[src/hw/rtl/tun_pkg.sv]
// shared constants for the triangle unit normal block
package tun_pkg;

  // default vertex coordinate width
  localparam int COORD_WIDTH      = 16;
  // default fraction bits of the normal components
  localparam int NORMAL_FRAC_BITS = 14;
  // number of vector components
  localparam int NUM_AXES         = 3;

endpackage

[src/hw/rtl/tun_bit.sv]
// one digit step of the rounded quotient for all three lanes
module tun_bit #(
  parameter int CW  = tun_pkg::COORD_WIDTH,
  parameter int FB  = tun_pkg::NORMAL_FRAC_BITS,
  parameter int BIT = 0,
  parameter int SQW = 4 * CW + 4,
  parameter int SW  = SQW + 2,
  parameter int XW  = SQW + 2 * FB + 6
) (
  input  logic               clk,
  input  logic               rst_n,
  input  logic               en,
  input  logic               v_i,
  input  logic [SW-1:0]      s_i,
  input  logic               deg_i,
  input  logic [2:0]         neg_i,
  input  logic [2:0][XW-1:0] e_i,
  input  logic [2:0][XW-1:0] f_i,
  input  logic [2:0][FB:0]   q_i,
  output logic               v_o,
  output logic [SW-1:0]      s_o,
  output logic               deg_o,
  output logic [2:0]         neg_o,
  output logic [2:0][XW-1:0] e_o,
  output logic [2:0][XW-1:0] f_o,
  output logic [2:0][FB:0]   q_o
);

  logic               v_r;
  logic [SW-1:0]      s_r;
  logic               deg_r;
  logic [2:0]         neg_r;
  logic [2:0][XW-1:0] e_r, f_r, e_nxt, f_nxt;
  logic [2:0][FB:0]   q_r, q_nxt;
  logic signed [XW-1:0] sx;

  assign sx = $signed(XW'(s_i));

  // residual test: R - (2q + 2^(b+1) - 1)^2 * s >= 0
  always_comb begin
    for (int i = 0; i < 3; i++) begin
      logic signed [XW-1:0] ev, fv, t;
      logic                 ok;
      ev = $signed(e_i[i]);
      fv = $signed(f_i[i]);
      t  = ev - (fv <<< (BIT + 2)) + (fv <<< 1) - (sx <<< (2 * BIT + 2))
           + (sx <<< (BIT + 2)) - sx;
      ok = !t[XW-1] && ((BIT == FB) || !q_i[i][FB]);
      e_nxt[i] = e_i[i];
      f_nxt[i] = f_i[i];
      q_nxt[i] = q_i[i];
      if (ok) begin
        q_nxt[i] = q_i[i] | ((FB+1)'(1) << BIT);
        e_nxt[i] = XW'(ev - (fv <<< (BIT + 2)) - (sx <<< (2 * BIT + 2)));
        f_nxt[i] = XW'(fv + (sx <<< (BIT + 1)));
      end
    end
  end

  // stage valid
  always_ff @(posedge clk) begin
    if (!rst_n) begin
      v_r <= 1'b0;
    end else if (en) begin
      v_r <= v_i;
    end
  end

  // stage data
  always_ff @(posedge clk) begin
    if (en) begin
      s_r   <= s_i;
      deg_r <= deg_i;
      neg_r <= neg_i;
      e_r   <= e_nxt;
      f_r   <= f_nxt;
      q_r   <= q_nxt;
    end
  end

  assign v_o   = v_r;
  assign s_o   = s_r;
  assign deg_o = deg_r;
  assign neg_o = neg_r;
  assign e_o   = e_r;
  assign f_o   = f_r;
  assign q_o   = q_r;

endmodule

[config.mk]
export PLATFORM = sky130hd
export DESIGN_NAME = tun_bit
export DESIGN_NICKNAME = d
export VERILOG_FILES = /design/src/hw/rtl/tun_pkg.sv /design/src/hw/rtl/tun_bit.sv
export SDC_FILE = /design/constraint.sdc
export NUM_CORES = 2
export LEC_CHECK = 0
export ABC_AREA = 0
export BUFFER_PORTS_ARGS = -buffer_cell sky130_fd_sc_hd__clkbuf_2
export CAP_MARGIN = 5
export CORE_AREA = 2 2 579 581
export DETAILED_ROUTE_END_ITERATION = 7
export DIE_AREA = 0 0 581 583
export PLACE_DENSITY_LB_ADDON = 0.08
export SLEW_MARGIN = 20
export SYNTH_ARGS = -nofsm -noshare
export SYNTH_HDL_FRONTEND = slang
export SYNTH_SLANG_ARGS = --single-unit
[constraint.sdc]
create_clock -name clk -period 12 [get_ports clk]
set_clock_uncertainty 0.05 [all_clocks]
set_input_delay 2.4 -clock clk [delete_from_list [all_inputs] [get_ports clk]]
set_output_delay 2.4 -clock clk [all_outputs]
set_load 0.005 [all_outputs]
==> flow_summary.yaml <==
sta:
  period_share_pct: 93.4
  slew_headroom_pct: 13.2
  period_needed_ps: 11210
  slew_viol_final: 0
  rsz0062_at_grt: "false"
  hold_viol: 0
  max_slew.worst_pin.slew_ps: 1300
  setup-violations-final: 0
  max_freq_ghz: 0.0892
worst_setup_path:
  critPathSlowestCell: "o211ai_1"
  cp.buffers_inverters: 6
  crit_cells: 31
  crit_required_ps: 12570
  crit_start: "f_i[122]"
  cp_top_family: "simple AND/OR/NAND/NOR gates"
  cp.arrival_ps: 11790
  ff2ff_path_depth: 2
  cp_common_cell: "ha_1"
  end_kind: "flop"
  regToRegSetupSlack_ps: 11340
  slowest_delay_ps: 900
  reg2reg_from: "v_o$_SDFFE_PN0P_"
  rr_endpoint: "v_o$_SDFFE_PN0P_"
  crit_path_start_kind: "input pin"
  crit_path_max_fanout: 8
  crit_type: "input pin to flop"
  cp-endpoint: "f_o[200]$_DFFE_PP_"
pwr:
  powerDensity_mw_per_mm2: 170
  p_total_mw: 19.4
  p_leak_nw: 53.0
  vdd_drop_max_mv: 0.155
worst_hold_path:
  hold_class: "flop to flop"
synthesis:
  synth_fp_nets: 14000
  synthCells: 11600
  netlist_top_cells_area: "edfxtp_1 23%, ha_1 16%, fa_1 8.7%, a21oi_1 5.0%, xnor2_1 4.9%"
  syn_area_mm2: 0.0973
  ys_warn_count: 0
  yosysTopAreaCell: "edfxtp_1"
  ys_async_sr_fraction_pct: 0
  yosysSeqAreaShare_pct: 22.6
  synth_top_area_share_pct: 22.6
  syn_area_per_cell_um2: 8.40
  synth-seq-cells: 732
  yosys_most_used_dff: "edfxtp_1"
  synth_cell_types: 109
  synth_edf_count: 731
clock_network:
  ctsHtreeMaxLevel: 3
  insertion_delay_ps: 860
  cts_resized: 0
  cts-buffers-inserted: 106
  clock_path_buffers: 4
  ctsHoldBuffers: 0
  cts_setup_buffers: 0
  cts_tree: "built"
  cts_sinks: 732
  cts_root_buf: "clkbuf_16"
  clk_pin_slew_ps: 60
die:
  die_h_um: 583
  start_util_pct: 29.3
  coreArea_mm2: 0.332
  rows: 212
  die_area_mm2: 0.339
  fp.dieW_um: 581
  ios: 1467
run:
  drv_cap: 0
cells_and_area:
  final_cells: 17500
  fin_nets: 15400
  drive_gt1_share_pct: 15.6
  syn_to_final_growth_pct: 17.3
  utilization_pct: 34.4
run_status:
  status: "complete, no violations"
detailed_routing:
  drtIter0Drc: 9024
  drc_errors: 0
  vias: 97700
  wl_per_cell_um: 32.7
  drtAntennaViolNets: 0
  drtPass1Iterations: 5
  drt_wl_total_mm: 572
  via_per_inst: 5.58
place:
  io_buffer_count: 1466
  dpl.hpwl_mm: 503
  dp_cells: 17300
  place.gp.congestion: 1.01
grt:
  grt_pass1_wl_mm: 769
  antenna_found_initial: 137
  grt_overflow: 0
  grt_max_degree: 133
  grt_pass1_vias: 95100
  grtUsageTotal_pct: 32.5
-- worst min-delay path by stage --
stage | from | slack (ps) | end | cells after the start
3_3_place_gp | v_o$_SDFFE_PN0P_ | 450 | v_o$_SDFFE_PN0P_ | 2
3_5_place_dp | v_o$_SDFFE_PN0P_ | 470 | v_o$_SDFFE_PN0P_ | 2
6_report | v_o$_SDFFE_PN0P_ | 490 | v_o$_SDFFE_PN0P_ | 2
4_1_cts | v_o$_SDFFE_PN0P_ | 490 | v_o$_SDFFE_PN0P_ | 2
5_1_grt | v_o$_SDFFE_PN0P_ | 520 | v_o$_SDFFE_PN0P_ | 2
2_1_floorplan | v_o$_SDFFE_PN0P_ | 460 | v_o$_SDFFE_PN0P_ | 2
-- Yosys cell counts (24+ instances only) --
master / number
a21o_1: 525
buf_2: 79
nor2b_1: 104
a221oi_1: 39
a211oi_1: 71
o21ai_0: 896
nand3_1: 231
and2_1: 64
nand4_1: 244
o21ai_1: 120
o21bai_1: 146
mux2_2: 25
and4_1: 30
xor2_1: 334
a211o_1: 30
a21boi_0: 24
xnor2_1: 543
o31ai_1: 69
and3_1: 88
or3_1: 50
a21oi_1: 966
ha_1: 1271
edfxtp_1: 731
fa_1: 423
a31oi_1: 106
nand2b_1: 86
inv_1: 1215
nor4_1: 72
o21a_1: 112
a2111oi_0: 30
clkbuf_1: 313
or2_2: 91
a221o_1: 28
nand2_1: 1197
nor3_1: 205
a41oi_1: 24
nor2_1: 591
o211ai_1: 49
-- layout make-up --
type / count / area (um^2)
clock buffers: 118 / 2740
well taps: 4387 / 5490
repair buffers: 1698 / 9310
clock inverters: 70 / 731
fillers: 35200 / 218000
flip-flops and latches: 732 / 22000
multi-input cells: 9229 / 69200
diodes: 53 / 133
inverters: 1218 / 4570
-- through the flow --
stage,instance area (um^2),setup TNS [ps],hold WS [ps],setup slack [ps]
after floorplan,97300,0,457,2850
after global placement,111000,-61.8,445,-28.7
after detailed placement,111000,-1370,475,-172
after CTS,114000,0,488,764
after global routing,114000,0,522,464
final,114000,0,488,787
-- tightest hold or removal path: stages (launching register included) --
cell	delay (ps)
dfxtp_1	320
mux2i_1	70
nor2b_1	110
-- placed cells by master (no fill, tap or decap), drive strengths merged, types with 231 or more instances in the layout --
master  count
edfxtp    731
ha       1271
xor2      334
nand2    1197
fa        423
nand3     231
a21o      525
buf       233
xnor2     543
inv      1222
o21ai    1016
nor2      593
nand4     244
clkbuf   1583
a21oi     970
-- power breakdown --
part | switching [mW] | internal [mW] | total [mW]
sequential | 0.479 | 3.85 | 4.33
clock | 1.44 | 1.91 | 3.35
combinational | 7.51 | 4.19 | 11.7
-- flip-flops by register name, indices dropped and copies added (netlist names) --
register  cells
e_o         306
f_o         306
s_o          70
q_o          45
neg_o         3
deg_o         1
v_o           1
-- logic make-up after synthesis --
group | Yosys count | share of synthesized area, %
xor gates and xnor gates | 880 | 7.96
AOI/OAI and AO/OA | 3463 | 22.2
DFF | 732 | 22.6
muxes | 41 | 0.456
adders and majority gates | 1694 | 25.0
buffers and inverters | 1622 | 6.41
and+or+nand+nor | 3151 | 15.4
-- per-layer routing --
| metal | track usage [%] | part of all wire [%] | vias up |
|---|---|---|---|
| met5 | 0 | 0.026 | - |
| met4 | 12.9 | 4.4 | 24 |
| met3 | 4.99 | 6.5 | 655 |
| met2 | 50.2 | 43 | 4079 |
| met1 | 45.2 | 46 | 48600 |
| li1 | - | - | 44400 |
No activity file was read; power rests on OpenSTA's default activity.
